===== config.mk =====
export PLATFORM = sky130hd
export DESIGN_NAME = multichannel_moving_average_flat
export DESIGN_NICKNAME = d
export VERILOG_FILES = /design/src/sv/mma_pkg.sv /design/src/sv/mma_if.sv /design/src/sv/mma_ctrl.sv /design/src/sv/mma_datapath.sv /design/src/sv/multichannel_moving_average.sv /design/src/flat_wrapper.sv
export SDC_FILE = /design/constraint.sdc
export NUM_CORES = 2
export LEC_CHECK = 0
export BUFFER_PORTS_ARGS = -buffer_cell sky130_fd_sc_hd__buf_2
export CORE_AREA = 2 2 357 359
export CTS_CLUSTER_DIAMETER = 80
export CTS_CLUSTER_SIZE = 10
export DETAILED_ROUTE_END_ITERATION = 6
export DIE_AREA = 0 0 359 361
export GPL_TIMING_DRIVEN = 0
export PLACE_DENSITY = 0.8
export SLEW_MARGIN = 20
export SYNTH_ARGS = -nofsm -noshare
export SYNTH_HDL_FRONTEND = slang
export SYNTH_SLANG_ARGS = --single-unit

===== constraint.sdc =====
create_clock -name clock -period 9.4 [get_ports clock]
set_input_delay 1.88 -clock clock [delete_from_list [all_inputs] [get_ports clock]]
set_output_delay 1.88 -clock clock [all_outputs]
set_load 0.01 [all_outputs]

===== src/sv/mma_pkg.sv =====
// Shared types and constants for the multichannel moving average block.
// Holds field widths, the reciprocal table used for the mean, and the
// command and status structs between controller and datapath.
`timescale 1ns / 1ps
`default_nettype none

package mma_pkg;

   localparam int SENSOR_W = 2;
   localparam int MEAS_W   = 1;
   localparam int RANGE_W  = 18;
   localparam int AMP_W    = 16;
   localparam int COUNT_W  = 3;

   // Reciprocal multiply: floor(n / c) = (n * ceil(2^27 / c)) >> 27, exact for
   // n < 2^22 and c <= 16 since n * c stays below 2^27.
   localparam int RECIP_SHIFT = 27;
   localparam int RECIP_W     = 28;
   localparam int RECIP_IDX_W = 4;
   localparam int MUL_IN_W    = 22;
   localparam int PROD_W      = MUL_IN_W + RECIP_W;

   localparam logic [RECIP_W-1:0] RECIP_TABLE [0:15] = '{
      28'd134217728, 28'd67108864, 28'd44739243, 28'd33554432,
      28'd26843546,  28'd22369622, 28'd19173962, 28'd16777216,
      28'd14913081,  28'd13421773, 28'd12201612, 28'd11184811,
      28'd10324441,  28'd9586981,  28'd8947849,  28'd8388608
   };

   typedef struct packed {
      logic [RANGE_W-1:0] range_val;
      logic [AMP_W-1:0]   amp_val;
   } ring_word_type;

   typedef struct packed {
      logic accept;      // latch the incoming item and read channel state
      logic update;      // store sample, advance index and fill count
      logic read;        // read one ring slot
      logic mul_range;   // multiply range sum by reciprocal
      logic mul_amp;     // multiply amplitude sum by reciprocal
      logic load_out;    // move the means into the output register
   } mma_cmd_type;

   typedef struct packed {
      logic last_slot;   // slot being read is the last filled one
      logic out_busy;    // output register holds an item not yet taken
   } mma_status_type;

endpackage

`default_nettype wire


===== src/sv/mma_if.sv =====
// Valid/ready channel interfaces for the request and response items.
// Depends on mma_pkg for the payload widths.
`timescale 1ns / 1ps
`default_nettype none

interface mma_req_if import mma_pkg::*; ();
   logic                valid;
   logic                ready;
   logic [SENSOR_W-1:0] sensor_index;
   logic [MEAS_W-1:0]   measurement_index;
   logic [RANGE_W-1:0]  range_fixed;
   logic [AMP_W-1:0]    amplitude;

   modport source (output valid, sensor_index, measurement_index, range_fixed, amplitude,
                   input ready);
   modport sink   (input valid, sensor_index, measurement_index, range_fixed, amplitude,
                   output ready);
endinterface

interface mma_rsp_if import mma_pkg::*; ();
   logic               valid;
   logic               ready;
   logic [RANGE_W-1:0] mean_range;
   logic [AMP_W-1:0]   mean_amplitude;
   logic [COUNT_W-1:0] fill_count;

   modport source (output valid, mean_range, mean_amplitude, fill_count, input ready);
   modport sink   (input valid, mean_range, mean_amplitude, fill_count, output ready);
endinterface

`default_nettype wire


===== src/sv/mma_ctrl.sv =====
// Controller state machine for the moving average block.
// Sequences accept, update, ring sum, reciprocal multiply and output load.
// Depends on mma_pkg for the command and status structs.
`timescale 1ns / 1ps
`default_nettype none

module mma_ctrl import mma_pkg::*; (
   input  wire logic           clock,
   input  wire logic           reset,
   input  wire logic           req_valid,
   output logic                req_ready,
   input  wire mma_status_type status,
   output mma_cmd_type         cmd
);

   localparam logic [2:0] ST_IDLE  = 3'd0;
   localparam logic [2:0] ST_META  = 3'd1;
   localparam logic [2:0] ST_SUM   = 3'd2;
   localparam logic [2:0] ST_DRAIN = 3'd3;
   localparam logic [2:0] ST_MUL_R = 3'd4;
   localparam logic [2:0] ST_MUL_A = 3'd5;
   localparam logic [2:0] ST_FIN   = 3'd6;

   logic [2:0] state_ff;
   logic [2:0] state_in;

   always_comb begin
      req_ready     = (state_ff == ST_IDLE);
      cmd           = '0;
      cmd.accept    = req_ready && req_valid;
      cmd.update    = (state_ff == ST_META);
      cmd.read      = (state_ff == ST_SUM);
      cmd.mul_range = (state_ff == ST_MUL_R);
      cmd.mul_amp   = (state_ff == ST_MUL_A);
      cmd.load_out  = (state_ff == ST_FIN) && !status.out_busy;
   end

   always_comb begin
      state_in = state_ff;
      case (state_ff)
         ST_IDLE: begin
            if (req_valid) state_in = ST_META;
         end
         ST_META:  state_in = ST_SUM;
         ST_SUM: begin
            if (status.last_slot) state_in = ST_DRAIN;
         end
         ST_DRAIN: state_in = ST_MUL_R;
         ST_MUL_R: state_in = ST_MUL_A;
         ST_MUL_A: state_in = ST_FIN;
         ST_FIN: begin
            // hold until the previous result has been taken
            if (!status.out_busy) state_in = ST_IDLE;
         end
         default:  state_in = ST_IDLE;
      endcase
   end

   always_ff @(posedge clock) begin
      if (reset) begin
         state_ff <= ST_IDLE;
      end else begin
         state_ff <= state_in;
      end
   end

endmodule

`default_nettype wire


===== src/sv/mma_datapath.sv =====
// Datapath of the moving average block: channel state memory, sample ring
// memory, serial accumulator, shared reciprocal multiplier and output register.
// Depends on mma_pkg for widths, the reciprocal table and the control structs.
`timescale 1ns / 1ps
`default_nettype none

module mma_datapath import mma_pkg::*; #(
   parameter int SENSORS      = 4,
   parameter int MEASUREMENTS = 2,
   parameter int WINDOW       = 5
) (
   input  wire logic                clock,
   input  wire logic                reset,
   input  wire mma_cmd_type         cmd,
   output mma_status_type           status,
   input  wire logic [SENSOR_W-1:0] sensor_index,
   input  wire logic [MEAS_W-1:0]   measurement_index,
   input  wire logic [RANGE_W-1:0]  range_fixed,
   input  wire logic [AMP_W-1:0]    amplitude,
   output logic                     rsp_valid,
   input  wire logic                rsp_ready,
   output logic [RANGE_W-1:0]       mean_range,
   output logic [AMP_W-1:0]         mean_amplitude,
   output logic [COUNT_W-1:0]       fill_count
);

   localparam int CHANNELS = SENSORS * MEASUREMENTS;
   localparam int DEPTH    = CHANNELS * WINDOW;
   localparam int CH_W     = (CHANNELS > 1) ? $clog2(CHANNELS) : 1;
   localparam int ADDR_W   = (DEPTH > 1) ? $clog2(DEPTH) : 1;
   localparam int IDX_W    = (WINDOW > 1) ? $clog2(WINDOW) : 1;
   localparam int CNT_W    = $clog2(WINDOW + 1);
   localparam int META_W   = IDX_W + CNT_W;
   localparam int SUM_R_W  = RANGE_W + $clog2(WINDOW);
   localparam int SUM_A_W  = AMP_W + $clog2(WINDOW);

   // channel state memory plus per-channel valid bits cleared by reset
   logic [META_W-1:0]   meta_mem [0:CHANNELS-1];
   logic [META_W-1:0]   meta_rd_ff;
   logic [CHANNELS-1:0] chan_valid_ff;

   ring_word_type       ring_mem [0:DEPTH-1];
   ring_word_type       ring_rd_ff;

   logic [CH_W-1:0]     ch_in;
   logic [CH_W-1:0]     ch_ff;
   logic [RANGE_W-1:0]  range_ff;
   logic [AMP_W-1:0]    amp_ff;
   logic [CNT_W-1:0]    count_ff;
   logic [ADDR_W-1:0]   base_ff;
   logic [ADDR_W-1:0]   base_in;
   logic [IDX_W-1:0]    slot_ff;
   logic                acc_pend_ff;
   logic [SUM_R_W-1:0]  sum_r_ff;
   logic [SUM_A_W-1:0]  sum_a_ff;
   logic [PROD_W-1:0]   prod_ff;
   logic [PROD_W-1:0]   prod_in;
   logic [RANGE_W-1:0]  mean_r_ff;

   logic [IDX_W-1:0]    cur_idx;
   logic [CNT_W-1:0]    cur_fill;
   logic [IDX_W-1:0]    new_idx;
   logic [CNT_W-1:0]    new_fill;
   logic [MUL_IN_W-1:0] mul_op;
   logic [RECIP_W-1:0]  recip;

   logic                rsp_valid_ff;
   logic [RANGE_W-1:0]  rsp_range_ff;
   logic [AMP_W-1:0]    rsp_amp_ff;
   logic [COUNT_W-1:0]  rsp_count_ff;

   // reduce selectors modulo their channel counts, then form the channel number
   always_comb begin
      int s_v;
      int m_v;
      s_v = int'(sensor_index);
      m_v = int'(measurement_index);
      for (int k = 0; k < 3; k++) begin
         if (s_v >= SENSORS) s_v = s_v - SENSORS;
      end
      if (m_v >= MEASUREMENTS) m_v = m_v - MEASUREMENTS;
      ch_in = CH_W'(s_v * MEASUREMENTS + m_v);
   end

   always_comb begin
      if (chan_valid_ff[ch_ff]) begin
         cur_idx  = meta_rd_ff[META_W-1:CNT_W];
         cur_fill = meta_rd_ff[CNT_W-1:0];
      end else begin
         cur_idx  = '0;
         cur_fill = '0;
      end
      new_idx  = (cur_idx == IDX_W'(WINDOW - 1)) ? '0 : cur_idx + IDX_W'(1);
      new_fill = (cur_fill < CNT_W'(WINDOW)) ? cur_fill + CNT_W'(1) : cur_fill;
      base_in  = ADDR_W'(int'(ch_ff) * WINDOW);
   end

   always_ff @(posedge clock) begin
      if (cmd.accept) begin
         meta_rd_ff <= meta_mem[ch_in];
         ch_ff      <= ch_in;
         range_ff   <= range_fixed;
         amp_ff     <= amplitude;
      end
      if (cmd.update) begin
         meta_mem[ch_ff] <= {new_idx, new_fill};
         ring_mem[ADDR_W'(base_in + ADDR_W'(cur_idx))] <= '{range_val: range_ff,
                                                           amp_val:   amp_ff};
         count_ff <= new_fill;
         base_ff  <= base_in;
      end
      if (cmd.read) begin
         ring_rd_ff <= ring_mem[ADDR_W'(base_ff + ADDR_W'(slot_ff))];
      end
   end

   always_ff @(posedge clock) begin
      if (reset) begin
         chan_valid_ff <= '0;
         acc_pend_ff   <= 1'b0;
         slot_ff       <= '0;
      end else begin
         if (cmd.update) chan_valid_ff[ch_ff] <= 1'b1;
         acc_pend_ff <= cmd.read;
         if (cmd.update) begin
            slot_ff <= '0;
         end else if (cmd.read) begin
            slot_ff <= slot_ff + IDX_W'(1);
         end
      end
   end

   // accumulate one slot behind the read
   always_ff @(posedge clock) begin
      if (cmd.update) begin
         sum_r_ff <= '0;
         sum_a_ff <= '0;
      end else if (acc_pend_ff) begin
         sum_r_ff <= sum_r_ff + SUM_R_W'(ring_rd_ff.range_val);
         sum_a_ff <= sum_a_ff + SUM_A_W'(ring_rd_ff.amp_val);
      end
   end

   always_comb begin
      recip   = RECIP_TABLE[RECIP_IDX_W'(count_ff - CNT_W'(1))];
      mul_op  = cmd.mul_range ? MUL_IN_W'(sum_r_ff) : MUL_IN_W'(sum_a_ff);
      prod_in = PROD_W'(mul_op) * PROD_W'(recip);
   end

   always_ff @(posedge clock) begin
      if (cmd.mul_range || cmd.mul_amp) prod_ff <= prod_in;
      if (cmd.mul_amp) mean_r_ff <= prod_ff[RECIP_SHIFT +: RANGE_W];
      if (cmd.load_out) begin
         rsp_range_ff <= mean_r_ff;
         rsp_amp_ff   <= prod_ff[RECIP_SHIFT +: AMP_W];
         rsp_count_ff <= COUNT_W'(count_ff);
      end
   end

   always_ff @(posedge clock) begin
      if (reset) begin
         rsp_valid_ff <= 1'b0;
      end else if (cmd.load_out) begin
         rsp_valid_ff <= 1'b1;
      end else if (rsp_ready) begin
         rsp_valid_ff <= 1'b0;
      end
   end

   always_comb begin
      status.last_slot = ((CNT_W'(slot_ff) + CNT_W'(1)) == count_ff);
      status.out_busy  = rsp_valid_ff && !rsp_ready;
      rsp_valid        = rsp_valid_ff;
      mean_range       = rsp_range_ff;
      mean_amplitude   = rsp_amp_ff;
      fill_count       = rsp_count_ff;
   end

endmodule

`default_nettype wire


===== src/sv/multichannel_moving_average.sv =====
// Multichannel moving average, top level.
// Each item passes through accept, channel update, ring read and sum, two multiplies and output load.
// A new item is accepted only once the previous one has gone into the output register;
// the pace is set by reading the channel's ring slots one per cycle through a single port.
// A result may wait in the output register while the next item is accepted.
// Reset (synchronous, active high) clears all fill counts and write indexes.
`timescale 1ns / 1ps
`default_nettype none

module multichannel_moving_average import mma_pkg::*; #(
   parameter int SENSORS      = 4,
   parameter int MEASUREMENTS = 2,
   parameter int WINDOW       = 5
) (
   input  wire logic clock,
   input  wire logic reset,
   mma_req_if.sink   req_if,
   mma_rsp_if.source rsp_if
);

   mma_cmd_type    cmd;
   mma_status_type status;
   logic           ready;

   mma_ctrl u_ctrl (
      .clock     (clock),
      .reset     (reset),
      .req_valid (req_if.valid),
      .req_ready (ready),
      .status    (status),
      .cmd       (cmd)
   );

   mma_datapath #(
      .SENSORS      (SENSORS),
      .MEASUREMENTS (MEASUREMENTS),
      .WINDOW       (WINDOW)
   ) u_datapath (
      .clock             (clock),
      .reset             (reset),
      .cmd               (cmd),
      .status            (status),
      .sensor_index      (req_if.sensor_index),
      .measurement_index (req_if.measurement_index),
      .range_fixed       (req_if.range_fixed),
      .amplitude         (req_if.amplitude),
      .rsp_valid         (rsp_if.valid),
      .rsp_ready         (rsp_if.ready),
      .mean_range        (rsp_if.mean_range),
      .mean_amplitude    (rsp_if.mean_amplitude),
      .fill_count        (rsp_if.fill_count)
   );

   assign req_if.ready = ready;

endmodule

`default_nettype wire


===== src/flat_wrapper.sv =====
// flat-port wrapper written by rule: the top's interface ports become plain ports
module multichannel_moving_average_flat import mma_pkg::*;
#(
   parameter int SENSORS      = 4,
   parameter int MEASUREMENTS = 2,
   parameter int WINDOW       = 5
)
  (clock, reset, req_if_valid, req_if_sensor_index, req_if_measurement_index, req_if_range_fixed, req_if_amplitude, req_if_ready, rsp_if_valid, rsp_if_mean_range, rsp_if_mean_amplitude, rsp_if_fill_count, rsp_if_ready);
  mma_req_if req_if_i ();
  mma_rsp_if rsp_if_i ();
  input  wire logic clock;
  input  wire logic reset;
  input wire logic [$bits(req_if_i.valid)-1:0] req_if_valid;
  input wire logic [$bits(req_if_i.sensor_index)-1:0] req_if_sensor_index;
  input wire logic [$bits(req_if_i.measurement_index)-1:0] req_if_measurement_index;
  input wire logic [$bits(req_if_i.range_fixed)-1:0] req_if_range_fixed;
  input wire logic [$bits(req_if_i.amplitude)-1:0] req_if_amplitude;
  output wire logic [$bits(req_if_i.ready)-1:0] req_if_ready;
  output wire logic [$bits(rsp_if_i.valid)-1:0] rsp_if_valid;
  output wire logic [$bits(rsp_if_i.mean_range)-1:0] rsp_if_mean_range;
  output wire logic [$bits(rsp_if_i.mean_amplitude)-1:0] rsp_if_mean_amplitude;
  output wire logic [$bits(rsp_if_i.fill_count)-1:0] rsp_if_fill_count;
  input wire logic [$bits(rsp_if_i.ready)-1:0] rsp_if_ready;
  assign req_if_i.valid = req_if_valid;
  assign req_if_i.sensor_index = req_if_sensor_index;
  assign req_if_i.measurement_index = req_if_measurement_index;
  assign req_if_i.range_fixed = req_if_range_fixed;
  assign req_if_i.amplitude = req_if_amplitude;
  assign req_if_ready = req_if_i.ready;
  assign rsp_if_valid = rsp_if_i.valid;
  assign rsp_if_mean_range = rsp_if_i.mean_range;
  assign rsp_if_mean_amplitude = rsp_if_i.mean_amplitude;
  assign rsp_if_fill_count = rsp_if_i.fill_count;
  assign rsp_if_i.ready = rsp_if_ready;
  multichannel_moving_average #(.SENSORS(SENSORS), .MEASUREMENTS(MEASUREMENTS), .WINDOW(WINDOW)) u_core (.clock(clock), .reset(reset), .req_if(req_if_i), .rsp_if(rsp_if_i));
endmodule

==> run metrics <==
outcome finished, violations left; failing checks DRC; Slew Limit Fails 0; Hold WS between 400 and 500 ps; crit-path leading delay family adder cells; Pleak 32.47 nW; clk_skew 45.81 ps; footprint of the multi-input gates between 20000 and 30000 um2; largest net degree at the start of global routing just over 40; Final nets around 5900; final wirelength 241.3 mm; fmax 108.3 MHz; MaxCap Viol Count 0; number of buffers and inverters on the critical path 6; vias per cell about 6.8; die height roughly 360 um; row cnt between 100 and 150; CTS Hold Bufs 0; #FFs+latches synth 1623; maximum VDD drop between 0.0002 and 0.00025 V; min Tclk post-route 9235 ps; post-DP HPWL about 160 mm; reg2reg path depth 26; synth unique cells 81; clock tree from TritonCTS built; H-tree Lvls 4; first-pass GRT wire length 346.2 mm; 1st-pass router iterations 7; Min-Delay Path Depth 0; worst flop-to-flop path startpoint u_core.u_ctrl.state_ff[0]$_SDFFE_PP0P_; Final Hold Viols 0; Hold WC Path Type reg2reg; CP max stage delay about 930 ps; number of synthesized flops with an enable pin 1567; Final Cycle Share 0.9825; global route overflow 0; most frequent cells in the layout 1567 x edfxtp_1, 565 x inv_1, 489 x fa_1; register area share after synthesis 0.6014; FFs w/ async S/R, synth 0; CTS Buffer Depth 3; Final Core Density 0.7192; syn_nets around 5600; die footprint 129600 um2; hold endpoint u_core.u_datapath.mean_range[2]$_DFFE_PP_; drt drc 1; CTS buffer count between 150 and 200; Worst Path Max Fanout 10; CP Capture Type flip-flop; Critical Path RT between 9000 and 10000 ps; CP max stage cell mux2i_2; Worst-Skew Late Latency about 800 ps; TNS Setup 0 ps; Synth Warn # 0; Yosys top cell area share 0.5874; Main synth FF type edfxtp_1; port bufs 79; Critical Path Start u_core.u_ctrl.state_ff[0]$_SDFFE_PP0P_; Seq. cell area approximately 48000 um2; num ports 80; CP startpoint kind flip-flop; clock transition at the registers of the reported paths approximately 50 ps; Cells after Synth between 4000 and 5000; Die X-Extent around 360 um; Hold Crit Start u_core.u_datapath.mean_r_ff[2]$_DFFE_PP_; PwrDens ~240 nW/um2; WP data arrival a little under 10000 ps; crit path kind reg2reg; Final Total Pwr 21.48 mW; flop-to-flop setup slack 160 ps; Routability Congestion approximately 1.1; vias post-DR 47120; Area Growth Syn to Fin 12.59%; Worst Max-Slew Pin Slew 1121 ps; Fillers 7419; starting density of the core 0.6388; clock root buffer clkbuf_16; area of the core 125400 um2; GR Util All Layers 0.3804; share of layout cells above drive strength 1 0.1966; CTS Sinks roughly 1600; post-synth top area cell edfxtp_1; Top cell by count, worst path fa_1; Avg WL per Cell 34.97 um; final instance area ~90000 um2; Slew HR 0.2313; mapped cell area between 80000 and 90000 um2; capturing point of the worst reg2reg path u_core.u_datapath.prod_ff[36]$_DFFE_PN_; DP Area 84560 um2; syn_area_per_cell around 17 um2; initial DRC count 6412; initial antenna violation count 7; DRT antenna net count 0; Setup Viol. Count Final 0; number of global-route vias before repair ~49000; Synth area leaders edfxtp_1 59%, fa_1 12%, mux4_2 12%; leading cell type in the layout, fill and taps excluded edfxtp_1
worst max-delay path by stage:
stage,endpoint,depth (start not counted)
final,u_core.u_datapath.prod_ff[36]$_DFFE_PN_,26
after floorplan,u_core.u_datapath.prod_ff[44]$_DFFE_PN_,30
after global placement,u_core.u_datapath.prod_ff[44]$_DFFE_PN_,30
after CTS,u_core.u_datapath.prod_ff[44]$_DFFE_PN_,29
after global routing,u_core.u_datapath.prod_ff[36]$_DFFE_PN_,30
after detailed placement,u_core.u_datapath.prod_ff[44]$_DFFE_PN_,29
metal layers:
metal	routed length [um]	up-vias	global-route usage	share of wire
met3	24770	1008	0.08516	0.10
met5	57	-	0	0.00024
li1	-	18340	-	-
met2	121200	3854	0.6420	0.50
met1	77130	23910	0.4509	0.32
met4	18190	8	0.2300	0.075
final cells by class:
cell class / count / area share
buffer: 201 / 0.01000
inverter: 565 / 0.02351
sequential: 1623 / 0.5341
clock inverter: 14 / 0.002622
clock buffer: 209 / 0.05232
multi-input combinational: 2454 / 0.3285
antenna: 1 / 0.00002774
timing repair buffer: 184 / 0.02600
tap: 1650 / 0.02289
cells by family after synthesis:
group | Yosys count | synth area share
buffers and inverters | 769 | 0.03670
muxes | 525 | 0.1317
adders and majority gates | 678 | 0.1517
xor gates and xnor gates | 65 | 0.007106
AOI/OAI and AO/OA | 284 | 0.02312
DFF | 1623 | 0.6014
and+or+nand+nor | 902 | 0.04831
cell usage after synthesis, types with 3 or more instances:
master	n
o21a_1	12
nor2_1	400
edfxtp_1	1567
o21ai_1	5
mux2_2	28
a221oi_1	3
o21ai_0	23
and2_1	19
nor2b_1	55
clkbuf_1	143
o22ai_1	10
fa_1	489
nor3b_1	3
nand4_1	5
xnor2_1	43
a31oi_1	13
buf_1	22
dfxtp_1	56
a22o_1	4
buf_2	37
ha_1	189
nand4b_1	4
inv_1	565
o31ai_1	4
or3_1	8
nor3_1	33
o21bai_1	4
xor2_1	22
nand3_1	29
mux2i_1	76
nand2b_1	11
a21oi_1	105
and3_1	15
a21o_1	26
a211oi_1	40
nand2_1	302
mux4_2	420
state kept, by name, indices dropped and copies added, names as in the netlist:
name,cells
u_core.u_datapath.slot_ff,3
u_core.u_datapath.range_ff,18
u_core.u_datapath.mean_amplitude,16
u_core.u_datapath.meta_rd_ff,6
u_core.u_datapath.chan_valid_ff,8
u_core.u_datapath.rsp_valid,1
u_core.u_datapath.fill_count,3
u_core.u_datapath.sum_r_ff,21
u_core.u_datapath.acc_pend_ff,1
u_core.u_datapath.prod_ff,18
u_core.u_datapath.ring_mem,1360
u_core.u_datapath.sum_a_ff,19
u_core.u_datapath.base_ff,6
u_core.u_datapath.mean_range,18
u_core.u_datapath.count_ff,3
u_core.u_datapath.ring_rd_ff,34
u_core.u_datapath.ch_ff,3
u_core.u_datapath.amp_ff,16
u_core.u_datapath.meta_mem,48
u_core.u_ctrl.state_ff,3
u_core.u_datapath.mean_r_ff,18
metrics by stage:
step / worst slack (ps) / cells
finish: 164.7 / 6901
detailed placement: -1754 / 6652
global placement: -1772 / 6575
CTS: 5.032 / 6877
global route: -1.566 / 6900
floorplan: 1127 / 4846
report_power, final:
group	switching (mW)	internal [mW]	leakage (nW)
Combinational	4.09	2.63	15.5
Sequential	0.194	8.25	14.6
Clock	2.79	3.51	2.41
Total	7.08	14.4	32.5
repair_timing:
action,CTS,global route
setup endpoints to repair,18,13
pin swaps,0,1
buffers inserted,3,3
gates resized for setup,45,74
hold endpoints to repair,0,0
Power figures use the tool's default switching activity.
